--- config.mk ---
export PLATFORM = sky130hd
export DESIGN_NAME = virtio_net_mmio_registers_unit_flat
export DESIGN_NICKNAME = d
export VERILOG_FILES = /design/src/sv/vnmr_pkg.sv /design/src/sv/vnmr_if.sv /design/src/sv/virtio_net_mmio_registers_unit.sv /design/src/flat_wrapper.sv
export SDC_FILE = /design/constraint.sdc
export NUM_CORES = 1
export LEC_CHECK = 0
export ABC_AREA = 1
export BUFFER_PORTS_ARGS = -buffer_cell sky130_fd_sc_hd__buf_2
export CORE_MARGIN = 3
export CORE_UTILIZATION = 52
export DETAILED_ROUTE_END_ITERATION = 8
export MAX_ROUTING_LAYER = met4
export PLACE_DENSITY = 0.77
export SLEW_MARGIN = 20
export SYNTH_ARGS = -nofsm -noshare
export SYNTH_HDL_FRONTEND = slang
export SYNTH_SLANG_ARGS = --single-unit
--- constraint.sdc ---
create_clock -name clock -period 2.1 [get_ports clock]
set_input_delay 0.105 -clock clock [delete_from_list [all_inputs] [get_ports clock]]
set_output_delay 0.105 -clock clock [all_outputs]
set_load 0.005 [all_outputs]
--- src/sv/vnmr_pkg.sv ---
package vnmr_pkg;

   // payload widths
   localparam int KIND_W   = 2;
   localparam int OFFSET_W = 12;
   localparam int DATA_W   = 32;
   localparam int BYTES_W  = 3;
   localparam int MAC_W    = 48;
   localparam int QLEN_W   = 16;

   // configuration port
   localparam int CSR_ADDR_W = 4;
   localparam int CSR_DATA_W = 64;

   // parameter defaults
   localparam int QUEUE_SIZE_DEF = 256;
   localparam int NUM_QUEUES_DEF = 2;

   // identification values
   localparam logic [DATA_W-1:0] MAGIC_VALUE   = 32'h7472_6976;
   localparam logic [DATA_W-1:0] VERSION_VALUE = 32'd2;
   localparam logic [DATA_W-1:0] DEVICE_ID     = 32'd1;
   localparam logic [DATA_W-1:0] VENDOR_VALUE  = 32'h554D_4551;
   localparam logic [63:0]       FEATURE_RESET = 64'h0000_0001_0000_0020;

   // register offsets
   localparam logic [OFFSET_W-1:0] OFF_MAGIC       = 12'h000;
   localparam logic [OFFSET_W-1:0] OFF_VERSION     = 12'h004;
   localparam logic [OFFSET_W-1:0] OFF_DEVICE_ID   = 12'h008;
   localparam logic [OFFSET_W-1:0] OFF_VENDOR_ID   = 12'h00C;
   localparam logic [OFFSET_W-1:0] OFF_DEV_FEAT    = 12'h010;
   localparam logic [OFFSET_W-1:0] OFF_DEV_FEAT_S  = 12'h014;
   localparam logic [OFFSET_W-1:0] OFF_DRV_FEAT    = 12'h020;
   localparam logic [OFFSET_W-1:0] OFF_DRV_FEAT_S  = 12'h024;
   localparam logic [OFFSET_W-1:0] OFF_QUEUE_SEL   = 12'h030;
   localparam logic [OFFSET_W-1:0] OFF_QUEUE_MAX   = 12'h034;
   localparam logic [OFFSET_W-1:0] OFF_QUEUE_NUM   = 12'h038;
   localparam logic [OFFSET_W-1:0] OFF_QUEUE_READY = 12'h044;
   localparam logic [OFFSET_W-1:0] OFF_NOTIFY      = 12'h050;
   localparam logic [OFFSET_W-1:0] OFF_IRQ_STATUS  = 12'h060;
   localparam logic [OFFSET_W-1:0] OFF_IRQ_ACK     = 12'h064;
   localparam logic [OFFSET_W-1:0] OFF_STATUS      = 12'h070;
   localparam logic [OFFSET_W-1:0] OFF_DESC_LO     = 12'h080;
   localparam logic [OFFSET_W-1:0] OFF_DESC_HI     = 12'h084;
   localparam logic [OFFSET_W-1:0] OFF_AVAIL_LO    = 12'h090;
   localparam logic [OFFSET_W-1:0] OFF_AVAIL_HI    = 12'h094;
   localparam logic [OFFSET_W-1:0] OFF_USED_LO     = 12'h0A0;
   localparam logic [OFFSET_W-1:0] OFF_USED_HI     = 12'h0A4;
   localparam logic [OFFSET_W-1:0] OFF_CONFIG      = 12'h100;

   // station address window
   localparam int MAC_BYTES = 6;
   localparam int MAX_READ_BYTES = 4;

   // csr register index
   localparam logic CSR_IDX_MAC = 1'b0;

   typedef enum logic [KIND_W-1:0] {
      KIND_READ  = 2'd0,
      KIND_WRITE = 2'd1,
      KIND_EVENT = 2'd2
   } kind_type;

endpackage

--- src/sv/vnmr_if.sv ---
// request channel: one bus access or completion event per beat
interface vnmr_req_if;
   logic                                valid;
   logic                                ready;
   logic [vnmr_pkg::KIND_W-1:0]         kind;
   logic [vnmr_pkg::OFFSET_W-1:0]       reg_offset;
   logic [vnmr_pkg::DATA_W-1:0]         write_data;
   logic [vnmr_pkg::BYTES_W-1:0]        access_bytes;

   modport source (output valid, kind, reg_offset, write_data, access_bytes, input ready);
   modport sink (input valid, kind, reg_offset, write_data, access_bytes, output ready);
endinterface

// response channel: one result per request beat
interface vnmr_rsp_if;
   logic                          valid;
   logic                          ready;
   logic [vnmr_pkg::DATA_W-1:0]   read_data;
   logic                          notify_tx;
   logic                          irq_raise;
   logic                          ring_reset;

   modport source (output valid, read_data, notify_tx, irq_raise, ring_reset, input ready);
   modport sink (input valid, read_data, notify_tx, irq_raise, ring_reset, output ready);
endinterface

--- src/sv/virtio_net_mmio_registers_unit.sv ---
// virtio-mmio version 2 register front end for a network device.
// req carries one beat per bus read, bus write or queue completion event;
// rsp returns exactly one beat for each, in order: read data (zero for
// writes and events) plus the notify, interrupt-raise and ring-reset pulses.
// the csr_ apb port holds the 48-bit station address at byte address 0;
// pready is always high and a write lands on the access cycle.
// the access is decoded and the register file updated at the accepting edge,
// and the result is held in the rsp output register, on rsp the next cycle.
// throughput is one beat per cycle while rsp is taken, set by that single register stage.
// req.ready stays high while the output register is empty or being taken,
// so a stalled receiver holds one result and stalls req behind it.
// synchronous reset empties the output register, restores the feature word
// to its default and clears selects, queue setup, status and the address.
module virtio_net_mmio_registers_unit #(
   parameter int QUEUE_SIZE = vnmr_pkg::QUEUE_SIZE_DEF,
   parameter int NUM_QUEUES = vnmr_pkg::NUM_QUEUES_DEF
) (
   input  logic                              clock,
   input  logic                              reset,
   vnmr_req_if.sink                          req,
   vnmr_rsp_if.source                        rsp,
   input  logic                              csr_psel,
   input  logic                              csr_penable,
   input  logic                              csr_pwrite,
   input  logic [vnmr_pkg::CSR_ADDR_W-1:0]   csr_paddr,
   input  logic [vnmr_pkg::CSR_DATA_W-1:0]   csr_pwdata,
   output logic [vnmr_pkg::CSR_DATA_W-1:0]   csr_prdata,
   output logic                              csr_pready
);

   localparam int QW = (NUM_QUEUES > 1) ? $clog2(NUM_QUEUES) : 1;
   localparam logic [vnmr_pkg::QLEN_W-1:0] QSIZE = vnmr_pkg::QLEN_W'(QUEUE_SIZE);

   // register file
   logic [vnmr_pkg::MAC_W-1:0]  mac_ff, mac_in;
   logic [63:0]                 feature_ff, feature_in;
   logic [31:0]                 dev_fsel_ff, dev_fsel_in;
   logic [31:0]                 drv_fsel_ff, drv_fsel_in;
   logic [31:0]                 queue_sel_ff, queue_sel_in;
   logic [31:0]                 irq_status_ff, irq_status_in;
   logic [31:0]                 dev_status_ff, dev_status_in;
   logic [vnmr_pkg::QLEN_W-1:0] queue_len_ff [NUM_QUEUES];
   logic [vnmr_pkg::QLEN_W-1:0] queue_len_in [NUM_QUEUES];
   logic [NUM_QUEUES-1:0]       queue_ready_ff, queue_ready_in;
   logic [1:0][31:0]            desc_addr_ff  [NUM_QUEUES];
   logic [1:0][31:0]            desc_addr_in  [NUM_QUEUES];
   logic [1:0][31:0]            avail_addr_ff [NUM_QUEUES];
   logic [1:0][31:0]            avail_addr_in [NUM_QUEUES];
   logic [1:0][31:0]            used_addr_ff  [NUM_QUEUES];
   logic [1:0][31:0]            used_addr_in  [NUM_QUEUES];

   // output register
   logic                        rsp_valid_ff, rsp_valid_in;
   logic [31:0]                 rsp_data_ff, rsp_data_in;
   logic                        rsp_notify_ff, rsp_notify_in;
   logic                        rsp_irq_ff, rsp_irq_in;
   logic                        rsp_rreset_ff, rsp_rreset_in;

   logic                        accept;
   logic                        qv;
   logic [QW-1:0]               qidx;
   logic [31:0]                 read_value;
   logic [31:0]                 mac_value;
   logic                        csr_write;

   // handshake
   assign req.ready  = !rsp_valid_ff || rsp.ready;
   assign accept     = req.valid && req.ready;
   assign rsp.valid      = rsp_valid_ff;
   assign rsp.read_data  = rsp_data_ff;
   assign rsp.notify_tx  = rsp_notify_ff;
   assign rsp.irq_raise  = rsp_irq_ff;
   assign rsp.ring_reset = rsp_rreset_ff;

   // csr port
   assign csr_pready = 1'b1;
   assign csr_write  = csr_psel && csr_penable && csr_pwrite && csr_pready
                       && (csr_paddr[3] == vnmr_pkg::CSR_IDX_MAC);
   assign csr_prdata = (csr_paddr[3] == vnmr_pkg::CSR_IDX_MAC)
                       ? {{(vnmr_pkg::CSR_DATA_W - vnmr_pkg::MAC_W){1'b0}}, mac_ff}
                       : '0;
   assign mac_in = csr_write ? csr_pwdata[vnmr_pkg::MAC_W-1:0] : mac_ff;

   // selected queue
   assign qv   = queue_sel_ff < 32'(NUM_QUEUES);
   assign qidx = queue_sel_ff[QW-1:0];

   // station address bytes, little endian, clipped to the window
   always_comb begin
      logic [2:0] start;
      logic [2:0] nbytes;
      logic [3:0] pos;
      start  = req.reg_offset[2:0];
      nbytes = (req.access_bytes > 3'(vnmr_pkg::MAX_READ_BYTES))
               ? 3'(vnmr_pkg::MAX_READ_BYTES) : req.access_bytes;
      mac_value = '0;
      for (int i = 0; i < vnmr_pkg::MAX_READ_BYTES; i++) begin
         pos = {1'b0, start} + 4'(i);
         if ((3'(i) < nbytes) && (pos < 4'(vnmr_pkg::MAC_BYTES))) begin
            mac_value[i*8 +: 8] = mac_ff[{pos[2:0], 3'b000} +: 8];
         end
      end
   end

   // read decode
   always_comb begin
      read_value = '0;
      if ((req.reg_offset[11:3] == vnmr_pkg::OFF_CONFIG[11:3])
          && (req.reg_offset[2:0] < 3'(vnmr_pkg::MAC_BYTES))) begin
         read_value = mac_value;
      end else begin
         case (req.reg_offset)
            vnmr_pkg::OFF_MAGIC:       read_value = vnmr_pkg::MAGIC_VALUE;
            vnmr_pkg::OFF_VERSION:     read_value = vnmr_pkg::VERSION_VALUE;
            vnmr_pkg::OFF_DEVICE_ID:   read_value = vnmr_pkg::DEVICE_ID;
            vnmr_pkg::OFF_VENDOR_ID:   read_value = vnmr_pkg::VENDOR_VALUE;
            vnmr_pkg::OFF_DEV_FEAT: begin
               if (dev_fsel_ff == 32'd0) begin
                  read_value = feature_ff[31:0];
               end else if (dev_fsel_ff == 32'd1) begin
                  read_value = feature_ff[63:32];
               end
            end
            vnmr_pkg::OFF_QUEUE_MAX:   read_value = 32'(QUEUE_SIZE);
            vnmr_pkg::OFF_QUEUE_READY: read_value = {31'd0, qv && queue_ready_ff[qidx]};
            vnmr_pkg::OFF_IRQ_STATUS:  read_value = irq_status_ff;
            vnmr_pkg::OFF_STATUS:      read_value = dev_status_ff;
            default:                   read_value = '0;
         endcase
      end
   end

   // access execution and next state
   always_comb begin
      feature_in     = feature_ff;
      dev_fsel_in    = dev_fsel_ff;
      drv_fsel_in    = drv_fsel_ff;
      queue_sel_in   = queue_sel_ff;
      irq_status_in  = irq_status_ff;
      dev_status_in  = dev_status_ff;
      queue_len_in   = queue_len_ff;
      queue_ready_in = queue_ready_ff;
      desc_addr_in   = desc_addr_ff;
      avail_addr_in  = avail_addr_ff;
      used_addr_in   = used_addr_ff;
      rsp_data_in    = '0;
      rsp_notify_in  = 1'b0;
      rsp_irq_in     = 1'b0;
      rsp_rreset_in  = 1'b0;
      if (accept) begin
         case (vnmr_pkg::kind_type'(req.kind))
            vnmr_pkg::KIND_READ: begin
               rsp_data_in = read_value;
            end
            vnmr_pkg::KIND_WRITE: begin
               case (req.reg_offset)
                  vnmr_pkg::OFF_DEV_FEAT_S: dev_fsel_in = req.write_data;
                  vnmr_pkg::OFF_DRV_FEAT_S: drv_fsel_in = req.write_data;
                  vnmr_pkg::OFF_DRV_FEAT: begin
                     if (drv_fsel_ff == 32'd0) begin
                        feature_in[31:0] = req.write_data;
                     end else if (drv_fsel_ff == 32'd1) begin
                        feature_in[63:32] = req.write_data;
                     end
                  end
                  vnmr_pkg::OFF_QUEUE_SEL: queue_sel_in = req.write_data;
                  vnmr_pkg::OFF_QUEUE_NUM: begin
                     if (qv) begin
                        queue_len_in[qidx] = (req.write_data < 32'(QUEUE_SIZE))
                                             ? req.write_data[vnmr_pkg::QLEN_W-1:0] : QSIZE;
                     end
                  end
                  vnmr_pkg::OFF_QUEUE_READY: begin
                     if (qv) begin
                        queue_ready_in[qidx] = (req.write_data != 32'd0);
                     end
                  end
                  vnmr_pkg::OFF_NOTIFY: rsp_notify_in = (req.write_data == 32'd1);
                  vnmr_pkg::OFF_IRQ_ACK: irq_status_in = irq_status_ff & ~req.write_data;
                  vnmr_pkg::OFF_STATUS: begin
                     dev_status_in = req.write_data;
                     // status of zero: device reset of all queues
                     if (req.write_data == 32'd0) begin
                        for (int q = 0; q < NUM_QUEUES; q++) begin
                           queue_len_in[q]  = '0;
                           desc_addr_in[q]  = '0;
                           avail_addr_in[q] = '0;
                           used_addr_in[q]  = '0;
                        end
                        queue_ready_in = '0;
                        irq_status_in  = '0;
                        rsp_rreset_in  = 1'b1;
                     end
                  end
                  vnmr_pkg::OFF_DESC_LO:  if (qv) desc_addr_in[qidx][0]  = req.write_data;
                  vnmr_pkg::OFF_DESC_HI:  if (qv) desc_addr_in[qidx][1]  = req.write_data;
                  vnmr_pkg::OFF_AVAIL_LO: if (qv) avail_addr_in[qidx][0] = req.write_data;
                  vnmr_pkg::OFF_AVAIL_HI: if (qv) avail_addr_in[qidx][1] = req.write_data;
                  vnmr_pkg::OFF_USED_LO:  if (qv) used_addr_in[qidx][0]  = req.write_data;
                  vnmr_pkg::OFF_USED_HI:  if (qv) used_addr_in[qidx][1]  = req.write_data;
                  default: ;
               endcase
            end
            vnmr_pkg::KIND_EVENT: begin
               irq_status_in = irq_status_ff | 32'd1;
               rsp_irq_in    = 1'b1;
            end
            default: ;
         endcase
      end
   end

   // output register control
   always_comb begin
      if (accept) begin
         rsp_valid_in = 1'b1;
      end else if (rsp.ready) begin
         rsp_valid_in = 1'b0;
      end else begin
         rsp_valid_in = rsp_valid_ff;
      end
   end

   // state registers
   always_ff @(posedge clock) begin
      if (reset) begin
         mac_ff         <= '0;
         feature_ff     <= vnmr_pkg::FEATURE_RESET;
         dev_fsel_ff    <= '0;
         drv_fsel_ff    <= '0;
         queue_sel_ff   <= '0;
         irq_status_ff  <= '0;
         dev_status_ff  <= '0;
         queue_ready_ff <= '0;
         for (int q = 0; q < NUM_QUEUES; q++) begin
            queue_len_ff[q]  <= '0;
            desc_addr_ff[q]  <= '0;
            avail_addr_ff[q] <= '0;
            used_addr_ff[q]  <= '0;
         end
         rsp_valid_ff   <= 1'b0;
      end else begin
         mac_ff         <= mac_in;
         feature_ff     <= feature_in;
         dev_fsel_ff    <= dev_fsel_in;
         drv_fsel_ff    <= drv_fsel_in;
         queue_sel_ff   <= queue_sel_in;
         irq_status_ff  <= irq_status_in;
         dev_status_ff  <= dev_status_in;
         queue_ready_ff <= queue_ready_in;
         queue_len_ff   <= queue_len_in;
         desc_addr_ff   <= desc_addr_in;
         avail_addr_ff  <= avail_addr_in;
         used_addr_ff   <= used_addr_in;
         rsp_valid_ff   <= rsp_valid_in;
      end
   end

   // result payload, loaded on each accepted beat
   always_ff @(posedge clock) begin
      if (accept) begin
         rsp_data_ff   <= rsp_data_in;
         rsp_notify_ff <= rsp_notify_in;
         rsp_irq_ff    <= rsp_irq_in;
         rsp_rreset_ff <= rsp_rreset_in;
      end
   end

   // checks
   a_event_sets_irq: assert property (@(posedge clock) disable iff (reset)
      accept && (req.kind == vnmr_pkg::KIND_EVENT) |=> irq_status_ff[0] && rsp.irq_raise)
      else $error("completion event did not set interrupt status");

   a_ring_reset_clears: assert property (@(posedge clock) disable iff (reset)
      accept && (req.kind == vnmr_pkg::KIND_WRITE)
      && (req.reg_offset == vnmr_pkg::OFF_STATUS) && (req.write_data == 32'd0)
      |=> (queue_ready_ff == '0) && (irq_status_ff == '0) && rsp.ring_reset)
      else $error("status write of zero did not reset the queues");

   a_pulse_only_on_write: assert property (@(posedge clock) disable iff (reset)
      rsp.valid && (rsp.notify_tx || rsp.ring_reset) |-> (rsp.read_data == '0) && !rsp.irq_raise)
      else $error("write pulse carried read data or interrupt");

   a_full_stall: assert property (@(posedge clock) disable iff (reset)
      rsp.valid && !rsp.ready |-> !req.ready)
      else $error("request taken while result held");

endmodule

--- src/flat_wrapper.sv ---
// flat-port wrapper written by rule: the top's interface ports become plain ports
module virtio_net_mmio_registers_unit_flat 
#(
   parameter int QUEUE_SIZE = vnmr_pkg::QUEUE_SIZE_DEF,
   parameter int NUM_QUEUES = vnmr_pkg::NUM_QUEUES_DEF
)
  (clock, reset, csr_psel, csr_penable, csr_pwrite, csr_paddr, csr_pwdata, csr_prdata, csr_pready, req_valid, req_kind, req_reg_offset, req_write_data, req_access_bytes, req_ready, rsp_valid, rsp_read_data, rsp_notify_tx, rsp_irq_raise, rsp_ring_reset, rsp_ready);
  vnmr_req_if req_i ();
  vnmr_rsp_if rsp_i ();
  input  logic clock;
  input  logic reset;
  input  logic csr_psel;
  input  logic csr_penable;
  input  logic csr_pwrite;
  input  logic [vnmr_pkg::CSR_ADDR_W-1:0] csr_paddr;
  input  logic [vnmr_pkg::CSR_DATA_W-1:0] csr_pwdata;
  output logic [vnmr_pkg::CSR_DATA_W-1:0] csr_prdata;
  output logic csr_pready;
  input wire logic [$bits(req_i.valid)-1:0] req_valid;
  input wire logic [$bits(req_i.kind)-1:0] req_kind;
  input wire logic [$bits(req_i.reg_offset)-1:0] req_reg_offset;
  input wire logic [$bits(req_i.write_data)-1:0] req_write_data;
  input wire logic [$bits(req_i.access_bytes)-1:0] req_access_bytes;
  output wire logic [$bits(req_i.ready)-1:0] req_ready;
  output wire logic [$bits(rsp_i.valid)-1:0] rsp_valid;
  output wire logic [$bits(rsp_i.read_data)-1:0] rsp_read_data;
  output wire logic [$bits(rsp_i.notify_tx)-1:0] rsp_notify_tx;
  output wire logic [$bits(rsp_i.irq_raise)-1:0] rsp_irq_raise;
  output wire logic [$bits(rsp_i.ring_reset)-1:0] rsp_ring_reset;
  input wire logic [$bits(rsp_i.ready)-1:0] rsp_ready;
  assign req_i.valid = req_valid;
  assign req_i.kind = req_kind;
  assign req_i.reg_offset = req_reg_offset;
  assign req_i.write_data = req_write_data;
  assign req_i.access_bytes = req_access_bytes;
  assign req_ready = req_i.ready;
  assign rsp_valid = rsp_i.valid;
  assign rsp_read_data = rsp_i.read_data;
  assign rsp_notify_tx = rsp_i.notify_tx;
  assign rsp_irq_raise = rsp_i.irq_raise;
  assign rsp_ring_reset = rsp_i.ring_reset;
  assign rsp_i.ready = rsp_ready;
  virtio_net_mmio_registers_unit #(.QUEUE_SIZE(QUEUE_SIZE), .NUM_QUEUES(NUM_QUEUES)) u_core (.clock(clock), .reset(reset), .req(req_i), .rsp(rsp_i), .csr_psel(csr_psel), .csr_penable(csr_penable), .csr_pwrite(csr_pwrite), .csr_paddr(csr_paddr), .csr_pwdata(csr_pwdata), .csr_prdata(csr_prdata), .csr_pready(csr_pready));
endmodule
==> results of run 1 <==
## path summary, 6_finish.rpt
path | to | startpoint | cells after the start
max | u_core.rsp.read_data[23]$_SDFFCE_PP0P_ | u_core.dev_fsel_ff[22]$_SDFFE_PP0P_ | 12
max reg2reg | u_core.rsp.read_data[23]$_SDFFCE_PP0P_ | u_core.dev_fsel_ff[22]$_SDFFE_PP0P_ | 12
min | u_core.rsp.irq_raise$_DFFE_PP_ | req_kind[1] | 2
min reg2reg | u_core.dev_status_ff[11]$_SDFFE_PP0P_ | u_core.dev_status_ff[11]$_SDFFE_PP0P_ | 2
## area by class of cell
| type | count | area share (%) |
|---|---|---|
| diodes | 3 | 0.0406 |
| clock buffers | 50 | 5.60 |
| clock inverters | 13 | 0.433 |
| inverters | 281 | 5.74 |
| multi-input cells | 1501 | 37.2 |
| flip-flops and latches | 310 | 35.5 |
| well taps | 378 | 2.56 |
| repair buffers | 324 | 13.0 |
## synthesized netlist by cell type
master,instances,area share [%]
nand2_1,415,10
nor2_1,340,8.4
dfxtp_1,275,36
inv_1,272,6.7
o21ai_0,241,8.0
a21oi_1,224,7.4
o21ai_1,89,2.9
clkbuf_1,76,1.9
nand3_1,74,2.4
buf_2,40,1.3
edfxtp_1,35,6.9
buf_4,21,1.0
nor3_1,13,0.43
nand4_1,12,0.50
o21bai_1,12,0.59
o22ai_1,11,0.45
a21oi_2,10,0.58
ha_1,9,0.74
o211ai_1,9,0.45
buf_6,7,0.52
buf_1,6,0.15
inv_2,6,0.15
nand2_2,3,0.12
nand3_2,3,0.20
clkinv_1,2,0.050
conb_1,2,0.050
nand3_4,2,0.23
nand3b_1,2,0.099
nor3_2,2,0.13
o31ai_1,2,0.099
a21boi_0,1,0.050
and2_1,1,0.041
clkbuf_2,1,0.033
inv_6,1,0.058
nor2_2,1,0.041
nor2_4,1,0.074
nor4_1,1,0.041
nor4_4,1,0.14
o21ai_2,1,0.058
or2_1,1,0.041
or2_2,1,0.041
xnor2_2,1,0.11
xor2_2,1,0.11
## state kept, by name (all words and copies together) (netlist names)
signal / count
u_core.dev_fsel_ff: 32
u_core.feature_ff: 64
u_core.queue_ready_ff: 2
u_core.rsp.ring_reset: 1
u_core.rsp.irq_raise: 1
u_core.rsp.notify_tx: 1
u_core.drv_fsel_ff: 32
u_core.rsp.read_data: 32
u_core.irq_status_ff: 32
u_core.dev_status_ff: 32
u_core.rsp.valid: 1
u_core.queue_sel_ff: 32
u_core.mac_ff: 48
## critical path, delay by kind of cell, from the launching register on
family	cells	cell delay, ns
buf+inv	2	0.29
flops	1	0.31
simple gates	10	1.16
## cells by family after synthesis
group                    Yosys count  synth area share, %
AO/OA/AOI/OAI                    600                 20.6
XOR/XNOR                           2                0.215
adder cells (fa/ha/maj)            9                0.743
buffers and inverters            432                 11.9
flip-flops                       310                 43.2
other                              2               0.0495
AND/OR/NAND/NOR                  873                 23.3
## power breakdown
| part | switching, mW | internal, mW | leakage [nW] |
|---|---|---|---|
| registers | 0.0314 | 6.05 | 2.57 |
| clock network | 2.45 | 3.44 | 0.555 |
| logic | 0.707 | 0.428 | 5.54 |
## stage by stage
step	setup slack (ns)	utilization, %
2_1_floorplan	0.0140	-
3_3_place_gp	0.0733	58.6
3_5_place_dp	0.0484	58.6
4_1_cts	0.128	65.4
5_1_grt	0.00229	65.5
6_report	0.163	65.5
## layer usage
layer  track usage [%]  up-vias  share of wire [%]  wire, um
li1                  -     7547                  -         -
met2              49.3      729                 46     22100
met4              12.6        0                4.2      2040
met3              3.75      142                7.5      3620
met1              39.9     7201                 42     20400
met5                 -        -                  0         0
## timing repair
item | 4_1_cts | 5_1_grt
endpoints found under the hold margin | 204 | 0
gates resized for setup | 0 | 3
endpoints found under the setup margin | 0 | 18
hold buffers | 82 | 0
==> impl_metrics.yaml, run 1 <==
status:
  status: "finished, violations left"
  violations: "DRC"
route:
  drtPass1Iterations: 7
  drcViolationCount: 2
  dr_total_vias: 15619
  antenna_left: 0
  via_per_inst: 5.46
  drtIter0Drc: 1546
  wire_per_inst_um: 16.9
  totalWireLength_mm: 48.2
finish:
  multi_input_area_um2: 6880
  fin_cells: 2860
  fillers: 2480
  final_cell_mix: "414 x nand2_1, 335 x nor2_1, 275 x dfxtp_1"
  final_common_cell: "nand2_1"
  final_area_um2: 18500
  register_area_um2: 6560
  final_nets: 2586
  area_delta_synth_final_pct: 22.0
  drive_gt1_share_pct: 13.6
critical_path:
  cp-end-kind: "flop"
  crit_fanout: 32
  startpoint_type: "flop"
  critical-path-max-stage-delay_ns: 0.31
  arrival_ns: 2.32
  required_ns: 2.48
  crit_type: "reg2reg"
  critPathMostFrequentCell: "nand2_1"
  cp_cell_sequence: "nor2_1, nand2_1, nor2_1, nand3_1, nor2_2, buf_12, nand2_1, nand2_1, nand2_1, nand3_1, nand2_1, inv_1"
  r2r_slack_ns: 0.16
  crit_slowest_cell: "dfxtp_1"
cts:
  tritoncts: "yes"
  post-cts-setup-buffer-count: 0
  numClockSinks: 310
  clk_pin_slew_ns: 0.06
  cts-root-buf: "clkbuf_16"
  clk_latency_ns: 0.53
  max-clock-path-buffers: 3
  cts_inserted_buffers: 35
  cts.htree.levels: 2
grt:
  grt_usage_pct: 30.8
  grt_pass1_vias: 14484
  grt_max_degree: 97
  antenna_found_initial: 0
  grt-ovfl-total: 0
  grt_pass1_wl_mm: 75.2
floorplan:
  die_h_um: 177
  rows: 61
  design.core.area_um2: 28200
  initial_core_util_pct: 53.7
  die_w_um: 177
  dieArea_um2: 31200
  ios: 226
synth:
  avgSynthCellArea_um2: 6.81
  syn_area_um2: 15200
  synth_cell_types: 43
  synth_warnings: 0
  ys_seq_elements: 310
  seq_area_frac_synth_pct: 43.2
  syn-instance-count: 2228
sta:
  fmax_mhz: 516
  min_period_ns: 1.94
  holdWs_ns: 0.0353
  fin_tns_setup_ns: 0
  rsz0062_at_grt: "no"
  clock_skew_ns: 0.0204
  worstMarginPinSlew_ns: 0.763
  hold_viol_final: 0
  timing_max_transition_violations_final: 0
  setup_viol: 0
  slew_headroom_pct: 48.6
  period_share_pct: 92.2
placement:
  place_congestion: 0.992
  dp_cells: 2712
  placed_cell_area_um2: 16500
  place_hpwl_mm: 32.7
  io_buffer_count: 189
power_and_ir_drop:
  vdd_ir_drop_max_mv: 0.550
  power_leakage_nw: 8.67
  power_density_nw_per_um2: 709
  total_power_mw: 13.1
flow_run:
  maxCapViolations: 0
worst_hold_path:
  hold_path_class: "in2reg"
Power figures use the tool's default switching activity.
==> run 2, diff against run 1 <==
--- a/config.mk
+++ b/config.mk
@@ -12,6 +12,7 @@
 export DETAILED_ROUTE_END_ITERATION = 8
 export MAX_ROUTING_LAYER = met4
 export PLACE_DENSITY = 0.77
+export RECOVER_POWER = 50
 export SLEW_MARGIN = 20
 export SYNTH_ARGS = -nofsm -noshare
 export SYNTH_HDL_FRONTEND = slang
==> run 2 against run 1 <==
The flow now finishes without violations. Clock-buffer cell count unchanged. Sequential power about the same. Sequential share of layout area increased by 0.27 points. Utilization decreased by 0.49 points. Setup slack got worse by 0.018 ns. Critical path type unchanged. Critical endpoint is now u_core.rsp.read_data[16]$_SDFFCE_PP0P_.
==> impl_metrics.yaml, run 2 (synthesis gave the netlist of run 1 again) <==
power_and_ir_drop:
  power_leakage_nw: 8.36
  vdd_ir_drop_max_mv: 0.553
  power_density_nw_per_um2: 713
  sw_frac_of_total_pct: 24.3
  p_int_mw: 9.91
  power_frac_clock_pct: 45.0
  switching_power_mw: 3.19
  power_frac_comb_pct: 8.5
  seqPwrFrac_pct: 46.5
sta:
  rsz0062_at_grt: "no"
  clock_skew_ns: 0.0194
  setup_viol: 0
  hold_viol_final: 0
  worstMarginPinSlew_ns: 1.29
  period_share_pct: 93.1
  fin_tns_setup_ns: 0
  min_period_ns: 1.95
  timing_max_transition_violations_final: 0
  fmax_mhz: 512
  slew_headroom_pct: 13.5
route:
  wire_per_inst_um: 16.9
  dr_total_vias: 15633
  drtIter0Drc: 1503
  via_per_inst: 5.47
  antenna_left: 0
  totalWireLength_mm: 48.2
  drcViolationCount: 0
  drtPass1Iterations: 6
floorplan:
  initial_core_util_pct: 53.7
  die_w_um: 177
  dieArea_um2: 31200
  design.core.area_um2: 28200
  ios: 226
  rows: 61
  die_h_um: 177
cts:
  clk_latency_ns: 0.52
  cts-root-buf: "clkbuf_16"
  max-clock-path-buffers: 3
  numClockSinks: 310
  cts_inserted_buffers: 35
  tritoncts: "yes"
  cts.htree.levels: 2
  post-cts-setup-buffer-count: 0
  clk_pin_slew_ns: 0.06
critical_path:
  cp-end-kind: "flop"
  arrival_ns: 2.09
  crit_fanout: 29
  startpoint_type: "flop"
  r2r_cells: 5
  critPathCapture: "u_core.rsp.read_data[16]$_SDFFCE_PP0P_"
  required_ns: 2.24
  r2r_slack_ns: 0.15
  r2r-end: "u_core.rsp.read_data[16]$_SDFFCE_PP0P_"
  worstReg2RegStart: "u_core.rsp.valid$_SDFFE_PP0P_"
  crit_type: "reg2reg"
  crit_start: "u_core.rsp.valid$_SDFFE_PP0P_"
flow_run:
  maxCapViolations: 0
grt:
  grt-ovfl-total: 0
  antenna_found_initial: 0
  grt_max_degree: 97
  grt_pass1_wl_mm: 75.2
  grt_usage_pct: 30.8
  grt_pass1_vias: 14484
placement:
  place_hpwl_mm: 32.7
  io_buffer_count: 189
  placed_cell_area_um2: 16500
  place_congestion: 0.992
finish:
  final_area_um2: 18400
  top_register: "u_core.feature_ff"
  area_delta_synth_final_pct: 21.0
  largestRegisters: "u_core.feature_ff x64, u_core.mac_ff x48"
  final_common_cell: "nand2_1"
  drive_gt1_share_pct: 10.7
  final_core_util_pct: 65.0
  final_cell_mix: "414 x nand2_1, 335 x nor2_1, 275 x dfxtp_1"
  largest_reg_flops: 64
  final_nets: 2586
worst_hold_path:
  hold_path_class: "in2reg"
status:
  status: "finished, final reports clean"
## run 2: layout make-up
cell class,count,area [um2]
tap,378,473
timing repair buffer,324,2260
clock inverter,13,80.1
antenna,3,7.51
fill,2534,9890
inverter,281,1060
sequential,310,6560
clock buffer,50,1030
multi-input combinational,1501,6880
## run 2: routing by layer
layer	track usage [%]	part of all wire, %	vias to the layer above
met1	39.9	42	7204
met3	3.75	8.1	143
li1	-	-	7547
met2	49.3	46	739
met5	-	0	-
met4	12.6	4.2	0
## run 2: worst min-delay path by stage
stage                           start                                 end  slack, ns  cells past startpoint
floorplan           req_write_data[1]  u_core.feature_ff[33]$_SDFFE_PP0P_       0.24                      2
global placement       csr_pwdata[24]      u_core.mac_ff[24]$_SDFFE_PP0P_       0.38                      3
detailed placement     csr_pwdata[16]      u_core.mac_ff[16]$_SDFFE_PP0P_       0.39                      3
CTS                       req_kind[1]      u_core.rsp.irq_raise$_DFFE_PP_       0.01                      2
global route              req_kind[1]      u_core.rsp.irq_raise$_DFFE_PP_       0.04                      2
finish                    req_kind[1]      u_core.rsp.irq_raise$_DFFE_PP_       0.02                      2
## run 2: metrics by stage
stage | std cells | total power [mW] | hold WS, ns | setup slack [ns]
CTS | 2857 | 13.1 | 0.0102 | 0.128
floorplan | 2243 | 6.76 | 0.240 | 0.0140
detailed placement | 2712 | 7.19 | 0.390 | 0.0484
global route | 2857 | 13.5 | 0.0409 | 0.00229
finish | 2860 | 13.1 | 0.0249 | 0.146
global placement | 2712 | 7.19 | 0.384 | 0.0733
## run 2: worst max-delay path: stages, from the launching register on
cell	delay (ns)
dfxtp_1	0.31
nand2_1	0.11
nand2_2	0.08
inv_2	0.19
buf_4	0.22
clkbuf_2	0.65
## run 2: what timing repair did
| item | 4_1_cts | 5_1_grt |
|---|---|---|
| gates resized for setup | 0 | 3 |
| endpoints found under the setup margin | 0 | 18 |
| hold buffers | 82 | 0 |
| endpoints found under the hold margin | 204 | 0 |
## run 2: power by group through the flow
stage | logic, mW | clock network [mW] | registers (mW)
6_report | 1.11 | 5.89 | 6.09
5_1_grt | 1.21 | 6.21 | 6.09
4_1_cts | 1.10 | 5.95 | 6.08
3_5_place_dp | 0.980 | 0 | 6.21
3_3_place_gp | 0.972 | 0 | 6.21
2_1_floorplan | 0.554 | 0 | 6.21
